--- src/rtl/epv_pkg.sv ---
// Package with the types, constants and codes of the encoder position and velocity core.
`timescale 1ns / 1ps

package epv_pkg;

  localparam int ROT_BITS = 24;
  localparam int CPR_W    = 15;
  localparam int RATE_W   = 16;
  localparam int RAW_W    = 16;
  localparam int TICK_W   = 40;
  localparam int OUT_W    = 48;
  localparam int ACC_W    = 72;
  localparam int K_W      = 31;
  localparam int CFG_W    = 16;

  localparam int TMUL_N = CPR_W;
  localparam int KMUL_N = K_W;
  localparam int DIV_N  = ACC_W;
  localparam int CNT_W  = $clog2(DIV_N);

  localparam logic [K_W-1:0] K_ANGLE = K_W'(360 * 256);
  localparam logic [K_W-1:0] K_SPEED = K_W'(60 * 256);

  localparam logic [CPR_W-1:0]  CPR_RESET  = CPR_W'(1024);
  localparam logic [RATE_W-1:0] RATE_RESET = RATE_W'(1000);

  typedef enum logic [1:0] {
    OP_POS = 2'd0,
    OP_OVF = 2'd1,
    OP_VEL = 2'd2,
    OP_RST = 2'd3
  } op_t;

  typedef enum logic {
    CFG_CPR  = 1'b0,
    CFG_RATE = 1'b1
  } cfg_idx_t;

  typedef enum logic [3:0] {
    UOP_NONE,
    UOP_POS_LOAD,
    UOP_OVF,
    UOP_RST,
    UOP_VEL,
    UOP_MUL,
    UOP_ADDV,
    UOP_TICKS,
    UOP_ABS,
    UOP_LOADK,
    UOP_DIV,
    UOP_FIN
  } uop_t;

  typedef enum logic [3:0] {
    S_IDLE,
    S_TMUL,
    S_ADDV,
    S_TICKS,
    S_ABS,
    S_LOADK,
    S_KMUL,
    S_DIV,
    S_FIN,
    S_DONE
  } state_t;

  typedef struct packed {
    logic [1:0]       operation;
    logic [RAW_W-1:0] counter_value;
    logic             direction;
  } in_data_t;

  typedef struct packed {
    logic                     counter_clear;
    logic signed [TICK_W-1:0] total_ticks;
    logic signed [OUT_W-1:0]  angle_deg_q8;
    logic signed [OUT_W-1:0]  speed_rpm_q8;
  } out_data_t;

  typedef struct packed {
    logic [CPR_W-1:0]  cpr;
    logic [RATE_W-1:0] rate;
  } cfg_t;

  typedef struct packed {
    uop_t uop;
    logic in_ready;
    logic out_load;
  } ctl_t;

endpackage

--- src/rtl/epv_seq.sv ---
// Sequencer that steps the shared adder through multiply, divide and update phases.
`timescale 1ns / 1ps

module epv_seq import epv_pkg::*; (
  input  logic       clk,
  input  logic       rst_n,
  input  logic       in_valid,
  input  logic [1:0] in_op,
  input  logic       out_free,
  output ctl_t       ctl
);

  state_t           state_r, state_nxt;
  logic [CNT_W-1:0] cnt_r, cnt_nxt;

  always_ff @(posedge clk) begin
    if (!rst_n) begin
      state_r <= S_IDLE;
      cnt_r   <= '0;
    end else begin
      state_r <= state_nxt;
      cnt_r   <= cnt_nxt;
    end
  end

  always_comb begin
    state_nxt    = state_r;
    cnt_nxt      = cnt_r;
    ctl.uop      = UOP_NONE;
    ctl.in_ready = 1'b0;
    ctl.out_load = 1'b0;
    case (state_r)
      S_IDLE: begin
        ctl.in_ready = 1'b1;
        if (in_valid) begin
          case (op_t'(in_op))
            OP_POS: begin
              ctl.uop   = UOP_POS_LOAD;
              state_nxt = S_TMUL;
              cnt_nxt   = CNT_W'(TMUL_N - 1);
            end
            OP_OVF: begin
              ctl.uop   = UOP_OVF;
              state_nxt = S_DONE;
            end
            OP_VEL: begin
              ctl.uop   = UOP_VEL;
              state_nxt = S_ABS;
            end
            default: begin
              ctl.uop   = UOP_RST;
              state_nxt = S_DONE;
            end
          endcase
        end
      end
      S_TMUL: begin
        ctl.uop = UOP_MUL;
        if (cnt_r == '0) begin
          state_nxt = S_ADDV;
        end else begin
          cnt_nxt = cnt_r - 1'b1;
        end
      end
      S_ADDV: begin
        ctl.uop   = UOP_ADDV;
        state_nxt = S_TICKS;
      end
      S_TICKS: begin
        ctl.uop   = UOP_TICKS;
        state_nxt = S_ABS;
      end
      S_ABS: begin
        ctl.uop   = UOP_ABS;
        state_nxt = S_LOADK;
      end
      S_LOADK: begin
        ctl.uop   = UOP_LOADK;
        state_nxt = S_KMUL;
        cnt_nxt   = CNT_W'(KMUL_N - 1);
      end
      S_KMUL: begin
        ctl.uop = UOP_MUL;
        if (cnt_r == '0) begin
          state_nxt = S_DIV;
          cnt_nxt   = CNT_W'(DIV_N - 1);
        end else begin
          cnt_nxt = cnt_r - 1'b1;
        end
      end
      S_DIV: begin
        ctl.uop = UOP_DIV;
        if (cnt_r == '0) begin
          state_nxt = S_FIN;
        end else begin
          cnt_nxt = cnt_r - 1'b1;
        end
      end
      S_FIN: begin
        ctl.uop   = UOP_FIN;
        state_nxt = S_DONE;
      end
      S_DONE: begin
        if (out_free) begin
          ctl.out_load = 1'b1;
          state_nxt    = S_IDLE;
        end
      end
      default: begin
        state_nxt = S_IDLE;
      end
    endcase
  end

endmodule

--- src/rtl/epv_datapath.sv ---
// Position, velocity and scaling state around one shared 72-bit add and subtract unit.
`timescale 1ns / 1ps

module epv_datapath import epv_pkg::*; (
  input  logic      clk,
  input  logic      rst_n,
  input  ctl_t      ctl,
  input  cfg_t      cfg,
  input  in_data_t  in_data,
  output out_data_t res
);

  logic [ROT_BITS-1:0] rot_r, rot_nxt;
  logic [TICK_W-1:0]   cur_r, cur_nxt;
  logic [TICK_W-1:0]   prev_r, prev_nxt;
  logic [OUT_W-1:0]    angle_r, angle_nxt;
  logic [OUT_W-1:0]    speed_r, speed_nxt;
  logic                clear_r, clear_nxt;

  logic [ACC_W-1:0]    acc_r, acc_nxt;
  logic [ACC_W-1:0]    mcand_r, mcand_nxt;
  logic [K_W-1:0]      mplier_r, mplier_nxt;
  logic [CPR_W-1:0]    rem_r, rem_nxt;
  logic [RAW_W-1:0]    v_r, v_nxt;
  logic                neg_r, neg_nxt;
  logic                tgt_r, tgt_nxt;

  logic [CPR_W-1:0]    dcpr;
  logic [K_W-1:0]      k_speed;
  logic [ACC_W-1:0]    add_a, add_b, sum;
  logic                add_sub;
  logic [CPR_W:0]      rem_shift;
  logic [ROT_BITS-1:0] rot_pos;
  logic                wrap_lo, wrap_hi;
  logic                over;
  logic [ACC_W-1:0]    sat;

  assign dcpr    = (cfg.cpr == '0) ? CPR_W'(1) : cfg.cpr;
  assign k_speed = K_W'(cfg.rate) * K_SPEED;

  assign wrap_lo = $signed({in_data.counter_value[RAW_W-1], in_data.counter_value})
                   < -$signed({2'b00, dcpr});
  assign wrap_hi = $signed({in_data.counter_value[RAW_W-1], in_data.counter_value})
                   > $signed({2'b00, dcpr});

  always_comb begin
    rot_pos = rot_r;
    if (wrap_lo) begin
      rot_pos = rot_r - 1'b1;
    end else if (wrap_hi) begin
      rot_pos = rot_r + 1'b1;
    end
  end

  assign rem_shift = {rem_r, acc_r[ACC_W-1]};

  always_comb begin
    if (neg_r) begin
      over = (|acc_r[ACC_W-1:OUT_W]) | (acc_r[OUT_W-1] & (|acc_r[OUT_W-2:0]));
    end else begin
      over = |acc_r[ACC_W-1:OUT_W-1];
    end
    if (!over) begin
      sat = acc_r;
    end else if (neg_r) begin
      sat = ACC_W'(1) << (OUT_W - 1);
    end else begin
      sat = (ACC_W'(1) << (OUT_W - 1)) - 1'b1;
    end
  end

  always_comb begin
    add_a   = '0;
    add_b   = '0;
    add_sub = 1'b0;
    case (ctl.uop)
      UOP_VEL: begin
        add_a   = {{(ACC_W-TICK_W){cur_r[TICK_W-1]}}, cur_r};
        add_b   = {{(ACC_W-TICK_W){prev_r[TICK_W-1]}}, prev_r};
        add_sub = 1'b1;
      end
      UOP_MUL: begin
        add_a = acc_r;
        add_b = mcand_r;
      end
      UOP_ADDV: begin
        add_a = acc_r;
        add_b = {{(ACC_W-RAW_W){v_r[RAW_W-1]}}, v_r};
      end
      UOP_ABS: begin
        add_b   = acc_r;
        add_sub = acc_r[ACC_W-1];
      end
      UOP_DIV: begin
        add_a   = ACC_W'(rem_shift);
        add_b   = ACC_W'(dcpr);
        add_sub = 1'b1;
      end
      UOP_FIN: begin
        add_b   = sat;
        add_sub = neg_r;
      end
      default: begin
        add_sub = 1'b0;
      end
    endcase
  end

  assign sum = add_a + (add_b ^ {ACC_W{add_sub}}) + ACC_W'(add_sub);

  always_comb begin
    rot_nxt    = rot_r;
    cur_nxt    = cur_r;
    prev_nxt   = prev_r;
    angle_nxt  = angle_r;
    speed_nxt  = speed_r;
    clear_nxt  = clear_r;
    acc_nxt    = acc_r;
    mcand_nxt  = mcand_r;
    mplier_nxt = mplier_r;
    rem_nxt    = rem_r;
    v_nxt      = v_r;
    neg_nxt    = neg_r;
    tgt_nxt    = tgt_r;
    case (ctl.uop)
      UOP_POS_LOAD: begin
        v_nxt      = in_data.counter_value;
        rot_nxt    = rot_pos;
        clear_nxt  = wrap_lo | wrap_hi;
        tgt_nxt    = 1'b0;
        acc_nxt    = '0;
        mcand_nxt  = {{(ACC_W-ROT_BITS){rot_pos[ROT_BITS-1]}}, rot_pos};
        mplier_nxt = K_W'(dcpr);
      end
      UOP_OVF: begin
        rot_nxt   = in_data.direction ? rot_r - 1'b1 : rot_r + 1'b1;
        clear_nxt = 1'b0;
      end
      UOP_RST: begin
        rot_nxt   = '0;
        prev_nxt  = '0;
        angle_nxt = '0;
        clear_nxt = 1'b1;
      end
      UOP_VEL: begin
        acc_nxt   = sum;
        prev_nxt  = cur_r;
        clear_nxt = 1'b0;
        tgt_nxt   = 1'b1;
      end
      UOP_MUL: begin
        if (mplier_r[0]) begin
          acc_nxt = sum;
        end
        mcand_nxt  = {mcand_r[ACC_W-2:0], 1'b0};
        mplier_nxt = {1'b0, mplier_r[K_W-1:1]};
      end
      UOP_ADDV: begin
        acc_nxt = sum;
      end
      UOP_TICKS: begin
        cur_nxt = acc_r[TICK_W-1:0];
        acc_nxt = {{(ACC_W-TICK_W){acc_r[TICK_W-1]}}, acc_r[TICK_W-1:0]};
      end
      UOP_ABS: begin
        neg_nxt = acc_r[ACC_W-1];
        acc_nxt = sum;
      end
      UOP_LOADK: begin
        mcand_nxt  = acc_r;
        acc_nxt    = '0;
        mplier_nxt = tgt_r ? k_speed : K_ANGLE;
        rem_nxt    = '0;
      end
      UOP_DIV: begin
        if (!sum[ACC_W-1]) begin
          rem_nxt = sum[CPR_W-1:0];
          acc_nxt = {acc_r[ACC_W-2:0], 1'b1};
        end else begin
          rem_nxt = rem_shift[CPR_W-1:0];
          acc_nxt = {acc_r[ACC_W-2:0], 1'b0};
        end
      end
      UOP_FIN: begin
        if (tgt_r) begin
          speed_nxt = sum[OUT_W-1:0];
        end else begin
          angle_nxt = sum[OUT_W-1:0];
        end
      end
      default: begin
        acc_nxt = acc_r;
      end
    endcase
  end

  always_ff @(posedge clk) begin
    if (!rst_n) begin
      rot_r   <= '0;
      cur_r   <= '0;
      prev_r  <= '0;
      angle_r <= '0;
      speed_r <= '0;
      clear_r <= 1'b0;
    end else begin
      rot_r   <= rot_nxt;
      cur_r   <= cur_nxt;
      prev_r  <= prev_nxt;
      angle_r <= angle_nxt;
      speed_r <= speed_nxt;
      clear_r <= clear_nxt;
    end
  end

  always_ff @(posedge clk) begin
    acc_r    <= acc_nxt;
    mcand_r  <= mcand_nxt;
    mplier_r <= mplier_nxt;
    rem_r    <= rem_nxt;
    v_r      <= v_nxt;
    neg_r    <= neg_nxt;
    tgt_r    <= tgt_nxt;
  end

  assign res.counter_clear = clear_r;
  assign res.total_ticks   = cur_r;
  assign res.angle_deg_q8  = angle_r;
  assign res.speed_rpm_q8  = speed_r;

endmodule

--- src/rtl/encoder_position_velocity_core.sv ---
// Top level of the encoder position and velocity core with configuration and output registers.
`timescale 1ns / 1ps

// One transaction is taken at a time through a single 72-bit adder under a small sequencer.
// For a position sample, 15 steps multiply the rotation count by counts per revolution,
// 31 steps form the scaled product and 72 restoring divide steps divide by counts per
// revolution. The result sits in an output register, so the next transaction is taken while
// it waits to be read.

module encoder_position_velocity_core import epv_pkg::*; (
  input  logic             clk,
  input  logic             rst_n,
  input  logic             in_valid,
  output logic             in_ready,
  input  in_data_t         in_data,
  output logic             out_valid,
  input  logic             out_ready,
  output out_data_t        out_data,
  input  logic             cfg_we,
  input  logic             cfg_index,
  input  logic [CFG_W-1:0] cfg_wdata
);

  ctl_t              ctl;
  cfg_t              cfg;
  out_data_t         res;
  logic [CPR_W-1:0]  cpr_r;
  logic [RATE_W-1:0] rate_r;
  logic              out_valid_r;
  out_data_t         out_data_r;

  always_ff @(posedge clk) begin
    if (!rst_n) begin
      cpr_r  <= CPR_RESET;
      rate_r <= RATE_RESET;
    end else if (cfg_we) begin
      case (cfg_idx_t'(cfg_index))
        CFG_CPR:  cpr_r  <= cfg_wdata[CPR_W-1:0];
        CFG_RATE: rate_r <= cfg_wdata[RATE_W-1:0];
        default:  cpr_r  <= cpr_r;
      endcase
    end
  end

  assign cfg.cpr  = cpr_r;
  assign cfg.rate = rate_r;

  epv_seq u_seq (
    .clk      (clk),
    .rst_n    (rst_n),
    .in_valid (in_valid),
    .in_op    (in_data.operation),
    .out_free (!out_valid_r || out_ready),
    .ctl      (ctl)
  );

  epv_datapath u_dp (
    .clk     (clk),
    .rst_n   (rst_n),
    .ctl     (ctl),
    .cfg     (cfg),
    .in_data (in_data),
    .res     (res)
  );

  always_ff @(posedge clk) begin
    if (!rst_n) begin
      out_valid_r <= 1'b0;
    end else if (ctl.out_load) begin
      out_valid_r <= 1'b1;
    end else if (out_ready) begin
      out_valid_r <= 1'b0;
    end
  end

  always_ff @(posedge clk) begin
    if (ctl.out_load) begin
      out_data_r <= res;
    end
  end

  assign in_ready  = ctl.in_ready;
  assign out_valid = out_valid_r;
  assign out_data  = out_data_r;

endmodule

--- config.mk ---
export PLATFORM = sky130hd
export DESIGN_NAME = encoder_position_velocity_core
export DESIGN_NICKNAME = d
export VERILOG_FILES = /design/src/rtl/epv_pkg.sv /design/src/rtl/epv_seq.sv /design/src/rtl/epv_datapath.sv /design/src/rtl/encoder_position_velocity_core.sv
export SDC_FILE = /design/constraint.sdc
export NUM_CORES = 1
export LEC_CHECK = 0
export ABC_AREA = 1
export BUFFER_PORTS_ARGS = -buffer_cell sky130_fd_sc_hd__buf_2
export CAP_MARGIN = 20
export CORE_ASPECT_RATIO = 1.25
export CORE_MARGIN = 5
export CORE_UTILIZATION = 40
export DETAILED_ROUTE_END_ITERATION = 8
export HOLD_SLACK_MARGIN = 0.02
export PLACE_DENSITY_LB_ADDON = 0.1
export SLEW_MARGIN = 15
export SYNTH_ARGS = -nofsm -noshare
export SYNTH_HDL_FRONTEND = slang
export SYNTH_SLANG_ARGS = --single-unit
export TNS_END_PERCENT = 30
--- constraint.sdc ---
create_clock -name clk -period 18.6 [get_ports clk]
set_clock_uncertainty 0.2 [all_clocks]
set_input_delay 1.86 -clock clk [delete_from_list [all_inputs] [get_ports clk]]
set_output_delay 1.86 -clock clk [all_outputs]
set_load 0.1 [all_outputs]
==> summary by stage <==
Status
The run finished with clean final reports.

Floorplan
The core region is 83980 um^2. Measured along the x axis, the die boundary spans 269.7 um. The initialized floorplan defines 119 standard-cell rows. The starting density of the core is 40.15%. The die covers 90230 um^2.

The die span in y is 334.6 um. The top-level I/O count is 180.

Synthesis
Among all flip-flop cells after synthesis, the most frequent one is edfxtp_1. For this run, asynchronously set or reset flops after synthesis account for 0%. The sequential element share of the synthesized area is 45.13%. The number of enable-type register cells in the synthesized netlist is 344. By area the synthesized netlist is led by edfxtp_1 (31%), dfxtp_1 (14%), nand2_1 (9.2%). The area share of the largest cell type after synthesis is 30.64%. When the netlist entered floorplanning its net count stood at 4240. The synthesized area divided by synthesized cell count is 8.354 um^2.

The number of distinct library cells after synthesis is 59. Summing every instance area after synthesis gives 33710 um^2. After technology mapping, the gate count stands at 4036. The largest area contributor in the synthesized netlist is edfxtp_1. Counting flops and latches in the post-synthesis netlist gives 588. The count of yosys warnings during synthesis is 0.

Cells and area
The most common cell after layout, fill and taps aside is nand2_1. The total inserted antenna cells is 0. Leaving out fill and tap cells, the most frequent cells in the layout are nand2_1 (822), inv_1 (413), a21oi_1 (367). Fill cells in the final layout number 8476. The number of nets in the finished design is 4350. The share of post-route cells with drive strength above 1 is 10.12%. From synthesis to final layout, the design area changed by 12.75%.

GRT
Entering global routing, the biggest net connects 132 pins. The remaining global-route overflow is 0. The number of antenna violations at the first check in global routing is 1.

Across every metal layer, demand over resource in global routing totals 25.82%. The via count of the first global-routing pass is 28840. The global-route wire length before repair is 181000 um.

STA
The final-report max-slew violation count is 0. The smallest clock period supported by the final layout is computed as 8.386 ns. The final worst-path cycle share is 45.09%. Timing would allow up to 0.1192 GHz. The final setup violation count is 0.

At the pin with the least slew margin, the transition time is 1.075 ns. Setup repair after global routing left no endpoint under its margin. Summed over all failing endpoints, the final setup total negative slack is 0 ns. The count of final hold-check violations was 0. In this run the tightest slew margin relative to its limit is 28.19%.

Drt
The initial DRC count is 2291. Once detail routing completed, the nets flagged for antenna violations numbered 0. Using the TritonRoute via totals, the vias-per-cell ratio works out to 5.503.

The total vias in the final route is 29110. Dividing the detail-routed wire length by the instance count gives 22.68 um. The remaining routing DRC violations is 0. After detailed routing, the total wire length is 120000 um.

The first-pass iteration count of the detailed router is 5.

CTS
The number of setup buffers added after CTS is 0. The number of clock buffers added by TritonCTS is 67. Clock latency on the worst-skew pair, taken at its later pin, is 0.64 ns. The clock passes through at most 3 buffers.

TritonCTS built the clock tree. Once the clock tree was built, the resizer swapped 0 gates to a different size. The clock root buffer is clkbuf_16. The hold buffer count at CTS is 0. The H-tree was split into 3 levels. After clock tree synthesis, the clock-pin slew on the worst setup and hold paths is 0.06 ns. Clock tree synthesis found a total of 588 sinks.

Critical path
In this run the worst path has a maximum fanout of 55. The worst setup path is of the input port to flop kind. Together, buffers and inverters on the worst path number 4. The required time at the worst-slack endpoint is 18.72 ns. The top cell family by delay on the critical path is compound AO/OA/AOI/OAI gates. The depth of the most critical reg-to-reg path is 32. The category of the worst setup path capture point is a flop.

The critical path arrival is 8.50 ns. The dominant cell type by count on the critical path is nand2_1. Among all stages on the critical path, the largest delay is contributed by clkinv_2. The largest stage delay on the critical path is 0.74 ns. The startpoint type of the worst setup path is an input port.

The number of cells on the critical path is 31.

Placed design
In this run the tool buffered the top-level ports with 179 buffer cells. The placer's final routability congestion estimate is 0.9651. The half-perimeter wire length of the detailed placement result is 86980 um.

Flow run
The max-cap check violation count is 0.

Min path
The class of the tightest hold or removal check is flop to flop. The worst hold path passes through 0 cells.
cells in the mapped netlist (8+ instances only):
| library cell | instances |
|---|---|
| nand2_1 | 823 |
| inv_1 | 416 |
| a21oi_1 | 367 |
| edfxtp_1 | 344 |
| o21ai_0 | 317 |
| nor2_1 | 289 |
| dfxtp_1 | 244 |
| o211ai_1 | 191 |
| clkbuf_1 | 153 |
| nand3_1 | 145 |
| xor2_1 | 144 |
| ha_1 | 133 |
| a31oi_1 | 49 |
| nor3_1 | 42 |
| nand4_1 | 39 |
| xnor2_1 | 34 |
| or2_2 | 33 |
| fa_1 | 30 |
| o22ai_1 | 28 |
| buf_1 | 16 |
| o21a_1 | 16 |
| o21bai_1 | 16 |
| a211oi_1 | 14 |
| a221oi_1 | 13 |
| a21o_1 | 11 |
| a22oi_2 | 10 |
| inv_2 | 10 |
| nor2_4 | 9 |
| nand2_2 | 8 |
metrics by stage:
stage | hold slack (ns) | cell area [um^2] | std cells | worst slack [ns] | util, %
2_1_floorplan | 0.2030 | 33710 | 4036 | 6.413 | -
3_3_place_gp | 0.2076 | 35640 | 5164 | 9.822 | 42.44
3_5_place_dp | 0.2130 | 35650 | 5165 | 9.674 | 42.45
4_1_cts | 0.2248 | 37990 | 5289 | 10.29 | 45.24
5_1_grt | 0.2283 | 38010 | 5290 | 9.758 | 45.27
6_report | 0.2238 | 38010 | 5290 | 10.21 | 45.27
registers in the layout (all words and copies together), names as in the netlist:
| name | count |
|---|---|
| cpr_r | 15 |
| out_data | 137 |
| out_valid | 1 |
| rate_r | 16 |
| u_dp.acc_r | 72 |
| u_dp.angle_r | 48 |
| u_dp.clear_r | 1 |
| u_dp.cur_r | 40 |
| u_dp.mcand_r | 72 |
| u_dp.mplier_r | 30 |
| u_dp.neg_r | 1 |
| u_dp.prev_r | 40 |
| u_dp.rem_r | 15 |
| u_dp.rot_r | 24 |
| u_dp.speed_r | 48 |
| u_dp.tgt_r | 1 |
| u_dp.v_r | 16 |
| u_seq.cnt_r | 7 |
| u_seq.state_r | 4 |
worst register-to-register path: cells and delay by family, from the launching register on:
kind	cells	cell delay, ns
flops	1	0.51
xor+xnor	2	0.31
fa+ha+maj	1	0.47
buf+inv	4	0.90
compound gates	7	1.74
simple gates	18	3.17
metal layers:
layer | share of wire, % | GRT usage (%)
met1 | 41 | 31.56
met2 | 50 | 46.55
met3 | 4.1 | 3.070
met4 | 4.4 | 10.30
met5 | 0.013 | 0
cell type report:
cell class                      count  area, um^2  share of cell area (%)
Sequential cell                   588       15210                   40.03
Clock buffer                       91        1889                   4.970
Clock inverter                     33       452.9                   1.192
Inverter                          433        1638                   4.309
Timing Repair Buffer              217        1216                   3.199
Multi-Input combinational cell   2839       16240                   42.72
Tap cell                         1089        1363                   3.584
logic make-up (layout without fill, tap and decap cells):
logic type	Yosys count	after routing	share of synthesized area, %
compound gates	1072	1072	18.78
xor+xnor	178	178	4.624
fa+ha+maj	163	163	6.717
buf+inv	609	774	6.910
flops	588	588	45.13
other cells	1	1	0.01112
simple gates	1425	1425	17.83
worst paths after layout:
kind                    start             end  slack [ns]
max               in_data[18]  u_dp.acc_r[70]       10.21
min          u_dp.angle_r[30]    out_data[78]        0.22
max reg2reg    u_dp.acc_r[24]  u_dp.acc_r[54]       10.97
min reg2reg  u_dp.angle_r[30]    out_data[78]        0.22
Power is left out: the tool's default activity adds up to more than one toggle a clock period on the data nets, which glitch-free logic cannot reach.
